--- src/rtl/core/bfgl_pkg.sv ---
package bfgl_pkg;

  localparam int COORD_BITS_DEF = 24;
  localparam int FRAC_BITS_DEF  = 8;

  localparam int SCALE_W   = 16;
  localparam int LHEIGHT_W = 20;
  localparam int WRAP_W    = 23;
  localparam int MISS_W    = 20;
  localparam int CFG_W     = 23;
  localparam int CFG_IDX_W = 2;

  localparam int PIX_W  = 10;
  localparam int ATL_W  = 12;
  localparam int PAGE_W = 4;

  localparam logic [SCALE_W-1:0]   SCALE_RST   = 16'd256;
  localparam logic [LHEIGHT_W-1:0] LHEIGHT_RST = 20'd4096;
  localparam logic [WRAP_W-1:0]    WRAP_RST    = 23'd0;
  localparam logic [MISS_W-1:0]    MISS_RST    = 20'd4096;

  typedef enum logic [1:0] {
    MODE_CR      = 2'd0,
    MODE_NL      = 2'd1,
    MODE_GLYPH   = 2'd2,
    MODE_MISSING = 2'd3
  } mode_t;

  typedef enum logic [CFG_IDX_W-1:0] {
    CFG_GLYPH_SCALE     = 2'd0,
    CFG_LINE_HEIGHT     = 2'd1,
    CFG_WRAP_LIMIT      = 2'd2,
    CFG_MISSING_ADVANCE = 2'd3
  } cfg_idx_t;

  typedef struct packed {
    mode_t mode;
    logic  last;
  } ctl_t;

  typedef struct packed {
    logic [ATL_W-1:0]  u0;
    logic [ATL_W-1:0]  v0;
    logic [ATL_W:0]    u1;
    logic [ATL_W:0]    v1;
    logic [PAGE_W-1:0] page;
  } tex_t;

  // width of a scaled pixel count: signed 11 x 17 product, plus any left shift
  function automatic int scl_width(input int frac_bits);
    return 27 + ((frac_bits > 8) ? frac_bits - 8 : 0);
  endfunction

endpackage

--- src/rtl/core/bfgl_if.sv ---
interface bfgl_in_if;
  import bfgl_pkg::*;

  logic              valid;
  logic              ready;
  logic [1:0]        mode;
  logic [PIX_W-1:0]  glyph_advance;
  logic signed [PIX_W-1:0] glyph_offset_x;
  logic signed [PIX_W-1:0] glyph_offset_y;
  logic [PIX_W-1:0]  glyph_width;
  logic [PIX_W-1:0]  glyph_height;
  logic [ATL_W-1:0]  atlas_x;
  logic [ATL_W-1:0]  atlas_y;
  logic [PAGE_W-1:0] atlas_page;
  logic              last_char;

  modport source (
    output valid, mode, glyph_advance, glyph_offset_x, glyph_offset_y, glyph_width,
           glyph_height, atlas_x, atlas_y, atlas_page, last_char,
    input  ready
  );

  modport sink (
    input  valid, mode, glyph_advance, glyph_offset_x, glyph_offset_y, glyph_width,
           glyph_height, atlas_x, atlas_y, atlas_page, last_char,
    output ready
  );
endinterface

interface bfgl_out_if #(parameter int COORD_BITS = 24);
  logic                         valid;
  logic                         ready;
  logic signed [COORD_BITS-1:0] quad_left;
  logic signed [COORD_BITS-1:0] quad_top;
  logic [COORD_BITS-2:0]        quad_width;
  logic [COORD_BITS-2:0]        quad_height;
  logic [11:0]                  tex_u0;
  logic [11:0]                  tex_v0;
  logic [12:0]                  tex_u1;
  logic [12:0]                  tex_v1;
  logic [3:0]                   tex_page;
  logic                         quad_valid;
  logic                         text_end;
  logic signed [COORD_BITS-1:0] text_width;

  modport source (
    output valid, quad_left, quad_top, quad_width, quad_height, tex_u0, tex_v0, tex_u1,
           tex_v1, tex_page, quad_valid, text_end, text_width,
    input  ready
  );

  modport sink (
    input  valid, quad_left, quad_top, quad_width, quad_height, tex_u0, tex_v0, tex_u1,
           tex_v1, tex_page, quad_valid, text_end, text_width,
    output ready
  );
endinterface

--- src/rtl/core/bitmap_font_glyph_layout_core.sv ---
// Bitmap-font glyph layout: one character in, at most one quad out.
// in_chan carries one character per beat: mode (carriage return, newline,
// glyph present, glyph missing), unscaled glyph metrics and atlas rectangle,
// and last_char on the final character of a text.
// out_chan carries one beat per present glyph and one for the last character
// (the same beat when the last character is a glyph): scaled quad, texture
// rectangle, and on the last character the final pen x as text_width.
// Characters that are neither a glyph nor last give no beat.
// cfg_we/cfg_index/cfg_wdata write glyph_scale, line_height, wrap_limit and
// missing_advance; write only while no character is in flight.
// Each input beat passes the scaling multipliers stage, then the pen update
// stage, before its result beat. Throughput: one character per cycle while
// out_chan is not stalled, set by the pen update loop.
// Reset (rst_n low, synchronous) clears the pen, empties both stages and
// restores the register defaults.
// A stalled out_chan holds its beat; the block keeps taking characters until
// both its stages are full, then drops in_chan.ready.
module bitmap_font_glyph_layout_core
  import bfgl_pkg::*;
#(
  parameter int COORD_BITS = COORD_BITS_DEF,
  parameter int FRAC_BITS  = FRAC_BITS_DEF
) (
  input  logic                 clk,
  input  logic                 rst_n,
  bfgl_in_if.sink              in_chan,
  bfgl_out_if.source           out_chan,
  input  logic                 cfg_we,
  input  logic [CFG_IDX_W-1:0] cfg_index,
  input  logic [CFG_W-1:0]     cfg_wdata
);

  localparam int SCL_W = scl_width(FRAC_BITS);

  logic [SCALE_W-1:0]   glyph_scale_r;
  logic [LHEIGHT_W-1:0] line_height_r;
  logic [WRAP_W-1:0]    wrap_limit_r;
  logic [MISS_W-1:0]    missing_advance_r;

  always_ff @(posedge clk) begin
    if (!rst_n) begin
      glyph_scale_r     <= SCALE_RST;
      line_height_r     <= LHEIGHT_RST;
      wrap_limit_r      <= WRAP_RST;
      missing_advance_r <= MISS_RST;
    end else if (cfg_we) begin
      case (cfg_idx_t'(cfg_index))
        CFG_GLYPH_SCALE:     glyph_scale_r     <= cfg_wdata[SCALE_W-1:0];
        CFG_LINE_HEIGHT:     line_height_r     <= cfg_wdata[LHEIGHT_W-1:0];
        CFG_WRAP_LIMIT:      wrap_limit_r      <= cfg_wdata[WRAP_W-1:0];
        CFG_MISSING_ADVANCE: missing_advance_r <= cfg_wdata[MISS_W-1:0];
        default: begin
        end
      endcase
    end
  end

  logic                    s1_valid, s1_ready;
  ctl_t                    s1_ctl;
  tex_t                    s1_tex, o_tex;
  logic signed [SCL_W-1:0] s1_cw, s1_offx, s1_offy, s1_w, s1_h;

  bfgl_scale #(
    .FRAC_BITS (FRAC_BITS),
    .SCL_W     (SCL_W)
  ) u_scale (
    .clk            (clk),
    .rst_n          (rst_n),
    .in_valid       (in_chan.valid),
    .in_ready       (in_chan.ready),
    .mode           (in_chan.mode),
    .glyph_advance  (in_chan.glyph_advance),
    .glyph_offset_x (in_chan.glyph_offset_x),
    .glyph_offset_y (in_chan.glyph_offset_y),
    .glyph_width    (in_chan.glyph_width),
    .glyph_height   (in_chan.glyph_height),
    .atlas_x        (in_chan.atlas_x),
    .atlas_y        (in_chan.atlas_y),
    .atlas_page     (in_chan.atlas_page),
    .last_char      (in_chan.last_char),
    .glyph_scale    (glyph_scale_r),
    .s1_valid       (s1_valid),
    .s1_ready       (s1_ready),
    .s1_ctl         (s1_ctl),
    .s1_tex         (s1_tex),
    .s1_cw          (s1_cw),
    .s1_offx        (s1_offx),
    .s1_offy        (s1_offy),
    .s1_w           (s1_w),
    .s1_h           (s1_h)
  );

  bfgl_pen #(
    .COORD_BITS (COORD_BITS),
    .SCL_W      (SCL_W)
  ) u_pen (
    .clk             (clk),
    .rst_n           (rst_n),
    .s1_valid        (s1_valid),
    .s1_ready        (s1_ready),
    .s1_ctl          (s1_ctl),
    .s1_tex          (s1_tex),
    .s1_cw           (s1_cw),
    .s1_offx         (s1_offx),
    .s1_offy         (s1_offy),
    .s1_w            (s1_w),
    .s1_h            (s1_h),
    .line_height     (line_height_r),
    .wrap_limit      (wrap_limit_r),
    .missing_advance (missing_advance_r),
    .out_valid       (out_chan.valid),
    .out_ready       (out_chan.ready),
    .quad_left       (out_chan.quad_left),
    .quad_top        (out_chan.quad_top),
    .quad_width      (out_chan.quad_width),
    .quad_height     (out_chan.quad_height),
    .tex             (o_tex),
    .quad_valid      (out_chan.quad_valid),
    .text_end        (out_chan.text_end),
    .text_width      (out_chan.text_width)
  );

  assign out_chan.tex_u0   = o_tex.u0;
  assign out_chan.tex_v0   = o_tex.v0;
  assign out_chan.tex_u1   = o_tex.u1;
  assign out_chan.tex_v1   = o_tex.v1;
  assign out_chan.tex_page = o_tex.page;

endmodule

--- src/rtl/core/bfgl_scale.sv ---
module bfgl_scale
  import bfgl_pkg::*;
#(
  parameter int FRAC_BITS = FRAC_BITS_DEF,
  parameter int SCL_W     = scl_width(FRAC_BITS)
) (
  input  logic                    clk,
  input  logic                    rst_n,
  input  logic                    in_valid,
  output logic                    in_ready,
  input  logic [1:0]              mode,
  input  logic [PIX_W-1:0]        glyph_advance,
  input  logic signed [PIX_W-1:0] glyph_offset_x,
  input  logic signed [PIX_W-1:0] glyph_offset_y,
  input  logic [PIX_W-1:0]        glyph_width,
  input  logic [PIX_W-1:0]        glyph_height,
  input  logic [ATL_W-1:0]        atlas_x,
  input  logic [ATL_W-1:0]        atlas_y,
  input  logic [PAGE_W-1:0]       atlas_page,
  input  logic                    last_char,
  input  logic [SCALE_W-1:0]      glyph_scale,
  output logic                    s1_valid,
  input  logic                    s1_ready,
  output ctl_t                    s1_ctl,
  output tex_t                    s1_tex,
  output logic signed [SCL_W-1:0] s1_cw,
  output logic signed [SCL_W-1:0] s1_offx,
  output logic signed [SCL_W-1:0] s1_offy,
  output logic signed [SCL_W-1:0] s1_w,
  output logic signed [SCL_W-1:0] s1_h
);

  localparam int SHL = (FRAC_BITS > 8) ? FRAC_BITS - 8 : 0;
  localparam int SHR = (FRAC_BITS < 8) ? 8 - FRAC_BITS : 0;

  // n * Q8.8 scale, moved to FRAC_BITS; arithmetic right shift floors
  function automatic logic signed [SCL_W-1:0] scale_px(input logic signed [PIX_W:0] n,
                                                       input logic [SCALE_W-1:0] s);
    logic signed [26:0]      p;
    logic signed [SCL_W-1:0] pe;
    p  = n * $signed({1'b0, s});
    pe = SCL_W'(p);
    return (pe <<< SHL) >>> SHR;
  endfunction

  logic                    v_r;
  ctl_t                    ctl_r;
  tex_t                    tex_r;
  logic signed [SCL_W-1:0] cw_r, offx_r, offy_r, w_r, h_r;
  logic                    fire;

  assign in_ready = !v_r || s1_ready;
  assign fire     = in_valid && in_ready;

  always_ff @(posedge clk) begin
    if (!rst_n) begin
      v_r <= 1'b0;
    end else if (in_ready) begin
      v_r <= in_valid;
    end
  end

  always_ff @(posedge clk) begin
    if (fire) begin
      ctl_r.mode <= mode_t'(mode);
      ctl_r.last <= last_char;
      tex_r.u0   <= atlas_x;
      tex_r.v0   <= atlas_y;
      tex_r.u1   <= {1'b0, atlas_x} + {3'b000, glyph_width};
      tex_r.v1   <= {1'b0, atlas_y} + {3'b000, glyph_height};
      tex_r.page <= atlas_page;
      cw_r       <= scale_px($signed({1'b0, glyph_advance}), glyph_scale);
      offx_r     <= scale_px({glyph_offset_x[PIX_W-1], glyph_offset_x}, glyph_scale);
      offy_r     <= scale_px({glyph_offset_y[PIX_W-1], glyph_offset_y}, glyph_scale);
      w_r        <= scale_px($signed({1'b0, glyph_width}), glyph_scale);
      h_r        <= scale_px($signed({1'b0, glyph_height}), glyph_scale);
    end
  end

  assign s1_valid = v_r;
  assign s1_ctl   = ctl_r;
  assign s1_tex   = tex_r;
  assign s1_cw    = cw_r;
  assign s1_offx  = offx_r;
  assign s1_offy  = offy_r;
  assign s1_w     = w_r;
  assign s1_h     = h_r;

endmodule

--- src/rtl/core/bfgl_pen.sv ---
module bfgl_pen
  import bfgl_pkg::*;
#(
  parameter int COORD_BITS = COORD_BITS_DEF,
  parameter int SCL_W      = scl_width(FRAC_BITS_DEF)
) (
  input  logic                         clk,
  input  logic                         rst_n,
  input  logic                         s1_valid,
  output logic                         s1_ready,
  input  ctl_t                         s1_ctl,
  input  tex_t                         s1_tex,
  input  logic signed [SCL_W-1:0]      s1_cw,
  input  logic signed [SCL_W-1:0]      s1_offx,
  input  logic signed [SCL_W-1:0]      s1_offy,
  input  logic signed [SCL_W-1:0]      s1_w,
  input  logic signed [SCL_W-1:0]      s1_h,
  input  logic [LHEIGHT_W-1:0]         line_height,
  input  logic [WRAP_W-1:0]            wrap_limit,
  input  logic [MISS_W-1:0]            missing_advance,
  output logic                         out_valid,
  input  logic                         out_ready,
  output logic signed [COORD_BITS-1:0] quad_left,
  output logic signed [COORD_BITS-1:0] quad_top,
  output logic [COORD_BITS-2:0]        quad_width,
  output logic [COORD_BITS-2:0]        quad_height,
  output tex_t                         tex,
  output logic                         quad_valid,
  output logic                         text_end,
  output logic signed [COORD_BITS-1:0] text_width
);

  localparam int ACC_W = ((COORD_BITS > SCL_W) ? COORD_BITS : SCL_W) + 2;

  function automatic logic signed [COORD_BITS-1:0] sat(input logic signed [ACC_W-1:0] v);
    logic fits;
    fits = (v[ACC_W-1:COORD_BITS-1] == {(ACC_W-COORD_BITS+1){v[ACC_W-1]}});
    if (fits) begin
      return $signed(v[COORD_BITS-1:0]);
    end else if (v[ACC_W-1]) begin
      return $signed({1'b1, {(COORD_BITS-1){1'b0}}});
    end else begin
      return $signed({1'b0, {(COORD_BITS-1){1'b1}}});
    end
  endfunction

  logic signed [COORD_BITS-1:0] pen_x_r, pen_y_r, pen_x_nxt, pen_y_nxt;
  logic signed [COORD_BITS-1:0] left_r, top_r, tw_r;
  logic [COORD_BITS-2:0]        w_r, h_r;
  tex_t                         tex_r;
  logic                         out_v_r, quad_r, end_r;

  logic signed [ACC_W-1:0]      px, py, cw, ox, oy, lh, wl, ma;
  logic signed [COORD_BITS-1:0] py_nl, pxw, pyw, left_c, top_c, pxg, ws, hs, px_c, tw_c;
  logic                         wrap, quad_c, emit, advance, take;

  assign advance  = !out_v_r || out_ready;
  assign s1_ready = advance;
  assign take     = s1_valid && advance;

  always_comb begin
    px     = ACC_W'(pen_x_r);
    py     = ACC_W'(pen_y_r);
    cw     = ACC_W'(s1_cw);
    ox     = ACC_W'(s1_offx);
    oy     = ACC_W'(s1_offy);
    lh     = $signed(ACC_W'(line_height));
    wl     = $signed(ACC_W'(wrap_limit));
    ma     = $signed(ACC_W'(missing_advance));
    py_nl  = sat(py - lh);
    wrap   = (wrap_limit != '0) && ((px + cw) > wl);
    pxw    = wrap ? '0 : pen_x_r;
    pyw    = wrap ? py_nl : pen_y_r;
    left_c = sat(ACC_W'(pxw) + ox);
    top_c  = sat(ACC_W'(pyw) - oy);
    pxg    = sat(ACC_W'(pxw) + cw);
    ws     = sat(ACC_W'(s1_w));
    hs     = sat(ACC_W'(s1_h));
    quad_c = 1'b0;
    px_c   = pen_x_r;
    pen_y_nxt = pen_y_r;
    case (s1_ctl.mode)
      MODE_CR: begin
        px_c = pen_x_r;
      end
      MODE_NL: begin
        px_c      = '0;
        pen_y_nxt = py_nl;
      end
      MODE_GLYPH: begin
        px_c      = pxg;
        pen_y_nxt = pyw;
        quad_c    = 1'b1;
      end
      MODE_MISSING: begin
        px_c = sat(px + ma);
      end
      default: begin
        px_c = pen_x_r;
      end
    endcase
    tw_c      = px_c;
    pen_x_nxt = px_c;
    if (s1_ctl.last) begin
      pen_x_nxt = '0;
      pen_y_nxt = '0;
    end
    emit = quad_c || s1_ctl.last;
  end

  always_ff @(posedge clk) begin
    if (!rst_n) begin
      pen_x_r <= '0;
      pen_y_r <= '0;
      out_v_r <= 1'b0;
    end else begin
      if (take) begin
        pen_x_r <= pen_x_nxt;
        pen_y_r <= pen_y_nxt;
      end
      if (advance) begin
        out_v_r <= take && emit;
      end
    end
  end

  // fields without a quad, or width when not last, are forced to zero
  always_ff @(posedge clk) begin
    if (take) begin
      quad_r <= quad_c;
      end_r  <= s1_ctl.last;
      left_r <= quad_c ? left_c : '0;
      top_r  <= quad_c ? top_c : '0;
      w_r    <= quad_c ? ws[COORD_BITS-2:0] : '0;
      h_r    <= quad_c ? hs[COORD_BITS-2:0] : '0;
      tex_r  <= quad_c ? s1_tex : '0;
      tw_r   <= s1_ctl.last ? tw_c : '0;
    end
  end

  assign out_valid   = out_v_r;
  assign quad_left   = left_r;
  assign quad_top    = top_r;
  assign quad_width  = w_r;
  assign quad_height = h_r;
  assign tex         = tex_r;
  assign quad_valid  = quad_r;
  assign text_end    = end_r;
  assign text_width  = tw_r;

  a_beat_has_cause: assert property (@(posedge clk) disable iff (!rst_n)
    out_v_r && !quad_r |-> end_r)
    else $error("result beat with neither quad nor text end");

  a_pen_clear_on_last: assert property (@(posedge clk) disable iff (!rst_n)
    take && s1_ctl.last |=> pen_x_r == '0 && pen_y_r == '0)
    else $error("pen not cleared after last character");

  a_width_only_on_end: assert property (@(posedge clk) disable iff (!rst_n)
    out_v_r && !end_r |-> tw_r == '0)
    else $error("text width set on a non-final beat");

  a_no_quad_zero: assert property (@(posedge clk) disable iff (!rst_n)
    out_v_r && !quad_r |-> left_r == '0 && top_r == '0 && w_r == '0 && h_r == '0)
    else $error("quad fields not cleared on a beat without quad");

  a_pen_hold_idle: assert property (@(posedge clk) disable iff (!rst_n)
    !take |=> $stable(pen_x_r) && $stable(pen_y_r))
    else $error("pen moved without a character");

endmodule
--- src/flat_wrapper.sv ---
// flat-port wrapper written by rule: the top's interface ports become plain ports
module bitmap_font_glyph_layout_core_flat import bfgl_pkg::*;
#(
  parameter int COORD_BITS = COORD_BITS_DEF,
  parameter int FRAC_BITS  = FRAC_BITS_DEF
)
  (clk, rst_n, cfg_we, cfg_index, cfg_wdata, in_chan_valid, in_chan_mode, in_chan_glyph_advance, in_chan_glyph_offset_x, in_chan_glyph_offset_y, in_chan_glyph_width, in_chan_glyph_height, in_chan_atlas_x, in_chan_atlas_y, in_chan_atlas_page, in_chan_last_char, in_chan_ready, out_chan_valid, out_chan_quad_left, out_chan_quad_top, out_chan_quad_width, out_chan_quad_height, out_chan_tex_u0, out_chan_tex_v0, out_chan_tex_u1, out_chan_tex_v1, out_chan_tex_page, out_chan_quad_valid, out_chan_text_end, out_chan_text_width, out_chan_ready);
  bfgl_in_if in_chan_i ();
  bfgl_out_if #(.COORD_BITS(COORD_BITS)) out_chan_i ();
  input  logic clk;
  input  logic rst_n;
  input  logic cfg_we;
  input  logic [CFG_IDX_W-1:0] cfg_index;
  input  logic [CFG_W-1:0] cfg_wdata;
  input wire logic [$bits(in_chan_i.valid)-1:0] in_chan_valid;
  input wire logic [$bits(in_chan_i.mode)-1:0] in_chan_mode;
  input wire logic [$bits(in_chan_i.glyph_advance)-1:0] in_chan_glyph_advance;
  input wire logic [$bits(in_chan_i.glyph_offset_x)-1:0] in_chan_glyph_offset_x;
  input wire logic [$bits(in_chan_i.glyph_offset_y)-1:0] in_chan_glyph_offset_y;
  input wire logic [$bits(in_chan_i.glyph_width)-1:0] in_chan_glyph_width;
  input wire logic [$bits(in_chan_i.glyph_height)-1:0] in_chan_glyph_height;
  input wire logic [$bits(in_chan_i.atlas_x)-1:0] in_chan_atlas_x;
  input wire logic [$bits(in_chan_i.atlas_y)-1:0] in_chan_atlas_y;
  input wire logic [$bits(in_chan_i.atlas_page)-1:0] in_chan_atlas_page;
  input wire logic [$bits(in_chan_i.last_char)-1:0] in_chan_last_char;
  output wire logic [$bits(in_chan_i.ready)-1:0] in_chan_ready;
  output wire logic [$bits(out_chan_i.valid)-1:0] out_chan_valid;
  output wire logic [$bits(out_chan_i.quad_left)-1:0] out_chan_quad_left;
  output wire logic [$bits(out_chan_i.quad_top)-1:0] out_chan_quad_top;
  output wire logic [$bits(out_chan_i.quad_width)-1:0] out_chan_quad_width;
  output wire logic [$bits(out_chan_i.quad_height)-1:0] out_chan_quad_height;
  output wire logic [$bits(out_chan_i.tex_u0)-1:0] out_chan_tex_u0;
  output wire logic [$bits(out_chan_i.tex_v0)-1:0] out_chan_tex_v0;
  output wire logic [$bits(out_chan_i.tex_u1)-1:0] out_chan_tex_u1;
  output wire logic [$bits(out_chan_i.tex_v1)-1:0] out_chan_tex_v1;
  output wire logic [$bits(out_chan_i.tex_page)-1:0] out_chan_tex_page;
  output wire logic [$bits(out_chan_i.quad_valid)-1:0] out_chan_quad_valid;
  output wire logic [$bits(out_chan_i.text_end)-1:0] out_chan_text_end;
  output wire logic [$bits(out_chan_i.text_width)-1:0] out_chan_text_width;
  input wire logic [$bits(out_chan_i.ready)-1:0] out_chan_ready;
  assign in_chan_i.valid = in_chan_valid;
  assign in_chan_i.mode = in_chan_mode;
  assign in_chan_i.glyph_advance = in_chan_glyph_advance;
  assign in_chan_i.glyph_offset_x = in_chan_glyph_offset_x;
  assign in_chan_i.glyph_offset_y = in_chan_glyph_offset_y;
  assign in_chan_i.glyph_width = in_chan_glyph_width;
  assign in_chan_i.glyph_height = in_chan_glyph_height;
  assign in_chan_i.atlas_x = in_chan_atlas_x;
  assign in_chan_i.atlas_y = in_chan_atlas_y;
  assign in_chan_i.atlas_page = in_chan_atlas_page;
  assign in_chan_i.last_char = in_chan_last_char;
  assign in_chan_ready = in_chan_i.ready;
  assign out_chan_valid = out_chan_i.valid;
  assign out_chan_quad_left = out_chan_i.quad_left;
  assign out_chan_quad_top = out_chan_i.quad_top;
  assign out_chan_quad_width = out_chan_i.quad_width;
  assign out_chan_quad_height = out_chan_i.quad_height;
  assign out_chan_tex_u0 = out_chan_i.tex_u0;
  assign out_chan_tex_v0 = out_chan_i.tex_v0;
  assign out_chan_tex_u1 = out_chan_i.tex_u1;
  assign out_chan_tex_v1 = out_chan_i.tex_v1;
  assign out_chan_tex_page = out_chan_i.tex_page;
  assign out_chan_quad_valid = out_chan_i.quad_valid;
  assign out_chan_text_end = out_chan_i.text_end;
  assign out_chan_text_width = out_chan_i.text_width;
  assign out_chan_i.ready = out_chan_ready;
  bitmap_font_glyph_layout_core #(.COORD_BITS(COORD_BITS), .FRAC_BITS(FRAC_BITS)) u_core (.clk(clk), .rst_n(rst_n), .in_chan(in_chan_i), .out_chan(out_chan_i), .cfg_we(cfg_we), .cfg_index(cfg_index), .cfg_wdata(cfg_wdata));
endmodule
--- config.mk ---
export PLATFORM = sky130hd
export DESIGN_NAME = bitmap_font_glyph_layout_core_flat
export DESIGN_NICKNAME = d
export VERILOG_FILES = /design/src/rtl/core/bfgl_pkg.sv /design/src/rtl/core/bfgl_if.sv /design/src/rtl/core/bitmap_font_glyph_layout_core.sv /design/src/rtl/core/bfgl_scale.sv /design/src/rtl/core/bfgl_pen.sv /design/src/flat_wrapper.sv
export SDC_FILE = /design/constraint.sdc
export NUM_CORES = 2
export LEC_CHECK = 0
export BUFFER_PORTS_ARGS = -buffer_cell sky130_fd_sc_hd__buf_2
export CAP_MARGIN = 5
export CORE_MARGIN = 4
export CORE_UTILIZATION = 45
export CTS_CLUSTER_DIAMETER = 100
export DETAILED_ROUTE_END_ITERATION = 7
export PLACE_DENSITY = 0.72
export SYNTH_ARGS = -nofsm -noshare
export SYNTH_HDL_FRONTEND = slang
export SYNTH_SLANG_ARGS = --single-unit
--- constraint.sdc ---
create_clock -name clk -period 8.4 [get_ports clk]
set_input_delay 1.68 -clock clk [delete_from_list [all_inputs] [get_ports clk]]
set_output_delay 1.68 -clock clk [all_outputs]
set_load 0.03 [all_outputs]
* Word level (Yosys, flattened, before mapping) *
Cells that the tools add are included.

cells by class
  $mul = 5
  muxes and demuxes = 21
  $lt $le $gt $ge = 1
  equal/unequal tests = 13
  add/sub/neg operators = 8
  reduce and logical (&&, ||, !) cells = 18

operators by type and width
  operator            count
  $mux 24             14
  $pmux 24 s4         1
  $mux 23             4
  $add 24x27->28      3
  $mul 10x16->26      3
  $mul 10x17->27      2
  $pmux 24 s2         1
  $gt 28x24->1        1
  $sub 24x27->28      1
  $add 12x10->13      2
  $add 24x21->25      1
  $eq 5x5->1          5
  $sub 24x21->25      1
  $reduce_bool 23->1  1
  $reduce_and 2->1    5
  $eq 2x2->1 const B  4
  $eq 3x1->1 const B  2
  $eq 2x1->1 const B  2
  $logic_and 1x1->1   4
  $logic_not 2->1     2
  $logic_or 1x1->1    3
  $reduce_bool 3->1   1
  $logic_not 1->1     2
  $mux 1              1

word-level totals
  output and inout port bits = 176
  bits of input ports = 111
  bits in registers = 492

* Logic depth before layout (Yosys ltp) *
  word-level depth = 9
  gate-level depth with buffers = 46

* Cells and area by module *
From an unflattened synthesis, not the netlist that was laid out.

unflattened totals
  cell total of the unflattened synthesis = 5674
  area total of the unflattened synthesis = 53880.4 µm²

modules (own cells, without submodules)
  module                         area an instance (µm²)  instances  cells an instance
  bfgl_scale                     32768.9                 1          3370
  bfgl_pen                       18151.2                 1          2017
  bitmap_font_glyph_layout_core  2960.3                  1          287

* Worst setup path before layout *
OpenSTA, ideal clock, no wires.

  kind = register to register
  start point = register u_core.u_scale.cw_r[0] (netlist: u_core.u_scale.s1_cw[0])
  end point = register u_core.u_pen.top_r[21] (netlist: u_core.u_pen.quad_top[21]), data pin
  setup time = 0.256 ns
  slack = -0.009 ns
  data arrival time = 8.154 ns
  cell stages (with the launch flop) = 39
  cell sequence = edfxtp_1 ha_1 fa_1 a21o_1 nand4_1 a211oi_2 o311ai_1 a31o_2 o21bai_1 a21oi_1 xnor2_1 ha_1 nand3_1 nor4_1 nand3_1 a21oi_1 nand4_1 nor3_1 [3 not listed] o21ai_0 fa_1 a21o_1 a21oi_1 o21bai_1 a21oi_1 a211oi_1 o21a_1 o41ai_1 o2111ai_1 nand2_1 nor3b_1 a211oi_1 mux2i_1 and3_1 a41oi_1 clkbuf_1 a31o_2

between the ends
  cells in the longest elaborated chain, start to end = 7
  elaborated cells between the ends (all ways) = 8
  those cells by class = 2 x add/sub; 1 x order compare; 1 x eq/ne; 3 x mux; 1 x reduce/logical

RTL lines
  item                                          RTL line                        RTL
  start: declaration                            bfgl_scale.sv:49                logic signed [SCL_W-1:0] cw_r, offx_r, offy_r, w_r, h_r;
  start signal: assignment                      bfgl_scale.sv:72                cw_r <= scale_px($signed({1'b0, glyph_advance}), glyph_scale);
  $add 24x27->28 (*)                            bfgl_pen.sv:71                  wrap = (wrap_limit != '0) && ((px + cw) > wl);
  $gt 28x24->1 (*)                              bfgl_pen.sv:71
  $logic_and 1x1->1 (*)                         bfgl_pen.sv:71
  $mux 24 (*)                                   bfgl_pen.sv:73                  pyw = wrap ? py_nl : pen_y_r;
  $sub 24x27->28 (*)                            bfgl_pen.sv:75                  top_c = sat(ACC_W'(pyw) - oy);
  $eq 5x5->1 / $mux 24 (equally long branches)  bfgl_pen.sv:37, bfgl_pen.sv:40
  $mux 24 (*)                                   bfgl_pen.sv:38                  if (fits) begin
  end signal: assignment                        bfgl_pen.sv:133                 top_r <= quad_c ? top_c : '0;
  end: declaration                              bfgl_pen.sv:48                  logic signed [COORD_BITS-1:0] left_r, top_r, tw_r;

Every way passes the cells marked *; elsewhere a longest branch is shown, timed or not.
A chain may end at the register's enable or synchronous reset.

* Worst setup path after layout *
  start point = register u_core.u_scale.cw_r[4] (netlist: u_core.u_scale.s1_cw[4])
  end point = register u_core.u_pen.top_r[15] (netlist: u_core.u_pen.quad_top[15]), data pin

The elaborated chain is that of the path after synthesis.

==> results.json <==
{
  "regArea_sq_um": 13500,
  "crit_path_end_kind": "flop",
  "cts_buffers": 56,
  "io_pins": 287,
  "skew_ns": 0.0229,
  "post-place-ws_ns": -0.260,
  "crit_top_cell": "nand4_1",
  "cts_tree": "yes",
  "hold_viol_final": 0,
  "synthCells": 5632,
  "final_cells": 7427,
  "clock-sinks": 492,
  "multi_input_area_sq_um": 35800,
  "hpwl_mm": 114,
  "worst_slack_ns": 0.423,
  "n_fill_cell": 10600,
  "rsz0062_at_grt": "true",
  "slowest_stage": "or4b_2",
  "max_stage_delay_ns": 0.65,
  "drt_iter0_markers": 2770,
  "area_growth_pct": 10.6,
  "initial_core_util_pct": 45.3,
  "status": "finished, final reports clean",
  "die_x_um": 350,
  "finalPower_uw": 9310,
  "cap_viol_max_count": 0,
  "coreArea_sq_um": 116000,
  "dp.cells": 7297,
  "route.detailed.drc": 0,
  "row_count": 125,
  "drtPass1Iterations": 6,
  "worstMarginPinSlew_ns": 1.22,
  "synth_ff_type": "edfxtp_1",
  "cp.arrival_ns": 8.49,
  "drive_gt1_share_pct": 10.6,
  "cts.path.max_buffers": 3,
  "hold_depth": 2,
  "ys_warn_count": 0,
  "grt_pass1_vias": 42100,
  "drt-total-wl_mm": 147,
  "syn_area_sq_um": 52700,
  "grt_pass1_wl_mm": 234,
  "slew_headroom_pct": 18.3,
  "cts_htree_levels": 2,
  "slew_violations": 0,
  "yosysMostFrequentCell": "nand2_1",
  "min_period_ns": 7.98,
  "postPlaceCellArea_sq_um": 56000,
  "ys_types": 97,
  "cts_hold_buffers": 0,
  "io_buffer_count": 286,
  "drtAntennaViolNets": 0,
  "die_area_sq_um": 123000,
  "ys_top_cells_by_count": "728 x nand2_1, 709 x inv_1, 558 x fa_1",
  "critPathLaunchType": "flop",
  "crit_start": "u_core.u_scale.s1_cw[4]$_DFFE_PP_",
  "max_freq_mhz": 125,
  "grt_use_total_pct": 24.0,
  "path_clk_slew_ns": 0.06,
  "min_from": "u_core.line_height_r[11]$_SDFFE_PN0P_",
  "rr_worst_depth": 38,
  "synth_top_area_share_pct": 21.2,
  "vdd_drop_max_mv": 0.218,
  "path_class": "reg2reg",
  "synthArstFlopShare_pct": 0,
  "yosysSeqAreaShare_pct": 25.6,
  "reg2reg_from": "u_core.u_scale.s1_cw[4]$_DFFE_PP_",
  "syn-mean-instance-area_sq_um": 9.35,
  "antenna_found_initial": 19,
  "clk_latency_ns": 0.66,
  "synth_edf_count": 363,
  "grt_max_degree": 98,
  "finalSetupViolCount": 0,
  "nNetsFinal": 7048,
  "min_path_type": "reg2reg",
  "cellPowerDensity_nw_per_um2": 160,
  "clockRootBuffer": "clkbuf_16",
  "via_per_inst": 5.53,
  "leakagePower_uw": 0.0270,
  "period_share_pct": 95.0,
  "syn_nets": 6832,
  "synthTopCellsByArea": "fa_1 21%, edfxtp_1 21%, ha_1 13%",
  "final_cell_area_sq_um": 58300,
  "wire_per_inst_um": 19.8,
  "vias": 41100,
  "critPathRequiredTime_ns": 8.92,
  "grt_overflow": 0,
  "yosysTopAreaCell": "fa_1",
  "synth_seq_cells": 492,
  "gp_congestion": 0.952,
  "crit_path_max_fanout": 11,
  "fp.dieH_um": 350
}
## repair_timing
| action | CTS | global route |
|---|---|---|
| resized for setup | 8 | 47 |
| setup endpoints to repair | 28 | 93 |
| pin swaps | 1 | 26 |
| buffers inserted | 0 | 13 |
| hold endpoints to repair | 0 | 0 |
| gates cloned | 0 | 4 |
## per-layer routing
metal / GRT usage, % / vias to the layer above / routed length (um)
met1: 31.5 / 20300 / 62200
met4: 8.59 / 12 / 5540
met3: 4.21 / 289 / 10200
met5: 0 / - / 80
li1: - / 19100 / -
met2: 40.1 / 1382 / 69100
## path summary, 6_finish.rpt
path                                                  end  slack (ns)
setup / recovery  u_core.u_pen.quad_top[15]$_SDFFCE_PN0P_        0.42
hold reg to reg     u_core.line_height_r[11]$_SDFFE_PN0P_        0.46
setup reg to reg  u_core.u_pen.quad_top[15]$_SDFFCE_PN0P_        0.42
hold / removal      u_core.line_height_r[11]$_SDFFE_PN0P_        0.46
## report_power, final
group | switching [uW] | total (uW) | internal (uW)
clock network | 1060 | 2460 | 1390
logic | 2290 | 3780 | 1490
registers | 136 | 3070 | 2930
## per-stage QoR
| stage | utilization (%) | hold WS [ns] | setup TNS (ns) |
|---|---|---|---|
| 2_1_floorplan | - | 0.424 | 0 |
| 3_3_place_gp | 48.2 | 0.445 | -2.66 |
| 3_5_place_dp | 48.2 | 0.448 | -5.00 |
| 4_1_cts | 49.8 | 0.457 | 0 |
| 5_1_grt | 50.1 | 0.474 | -0.778 |
| 6_report | 50.1 | 0.457 | 0 |
## layout make-up
cell class	count	share of cell area (%)
multi-input combinational	4171	61.5
sequential	492	23.2
inverter	711	4.59
timing repair buffer	416	4.33
tap	1524	3.27
clock buffer	71	2.57
clock inverter	30	0.533
antenna	12	0.0515
## cell usage in the layout (no fill, tap or decap), types with 55 or more instances in the layout
| master | n |
|---|---|
| dfxtp_1 | 113 |
| inv_1 | 707 |
| xnor2_1 | 182 |
| and2_1 | 437 |
| nand2_1 | 726 |
| ha_1 | 527 |
| a21o_1 | 126 |
| nand2b_1 | 56 |
| buf_4 | 120 |
| xor2_1 | 71 |
| edfxtp_1 | 363 |
| fa_1 | 557 |
| o21ai_0 | 152 |
| nand3_1 | 55 |
| a21oi_1 | 333 |
| nor2_1 | 288 |
| buf_2 | 286 |
| nor3_1 | 61 |
| clkbuf_16 | 58 |
| o21bai_1 | 79 |
## critical path: cells and delay by family, from the launching register on
| family | cells | cell delay, ns |
|---|---|---|
| xor+xnor | 1 | 0.07 |
| simple gates | 15 | 2.82 |
| mux | 1 | 0.31 |
| fa+ha+maj | 3 | 0.96 |
| flops | 1 | 0.43 |
| buf+inv | 3 | 0.62 |
| compound gates | 15 | 2.61 |
## cell families after synthesis
group	share of synthesized area (%)
AOI/OAI and AO/OA	12.7
xor gates and xnor gates	4.30
adders and majority gates	33.9
buffers and inverters	7.01
DFF	25.6
muxes	0.316
and+or+nand+nor	16.1
## registers in the layout (all words and copies together), names as in the netlist, 16 cells and up
signal                    cells
u_core.u_pen.tex             54
u_core.u_scale.s1_tex        54
u_core.u_scale.s1_offx       27
u_core.u_scale.s1_offy       27
u_core.u_scale.s1_cw         26
u_core.u_scale.s1_h          26
u_core.u_scale.s1_w          26
u_core.u_pen.pen_x_r         24
u_core.u_pen.pen_y_r         24
u_core.u_pen.quad_left       24
u_core.u_pen.quad_top        24
u_core.u_pen.text_width      24
u_core.u_pen.quad_height     23
u_core.u_pen.quad_width      23
u_core.wrap_limit_r          23
u_core.line_height_r         20
u_core.missing_advance_r     20
u_core.glyph_scale_r         16
Note: power is estimated with default switching activity, not from simulation.
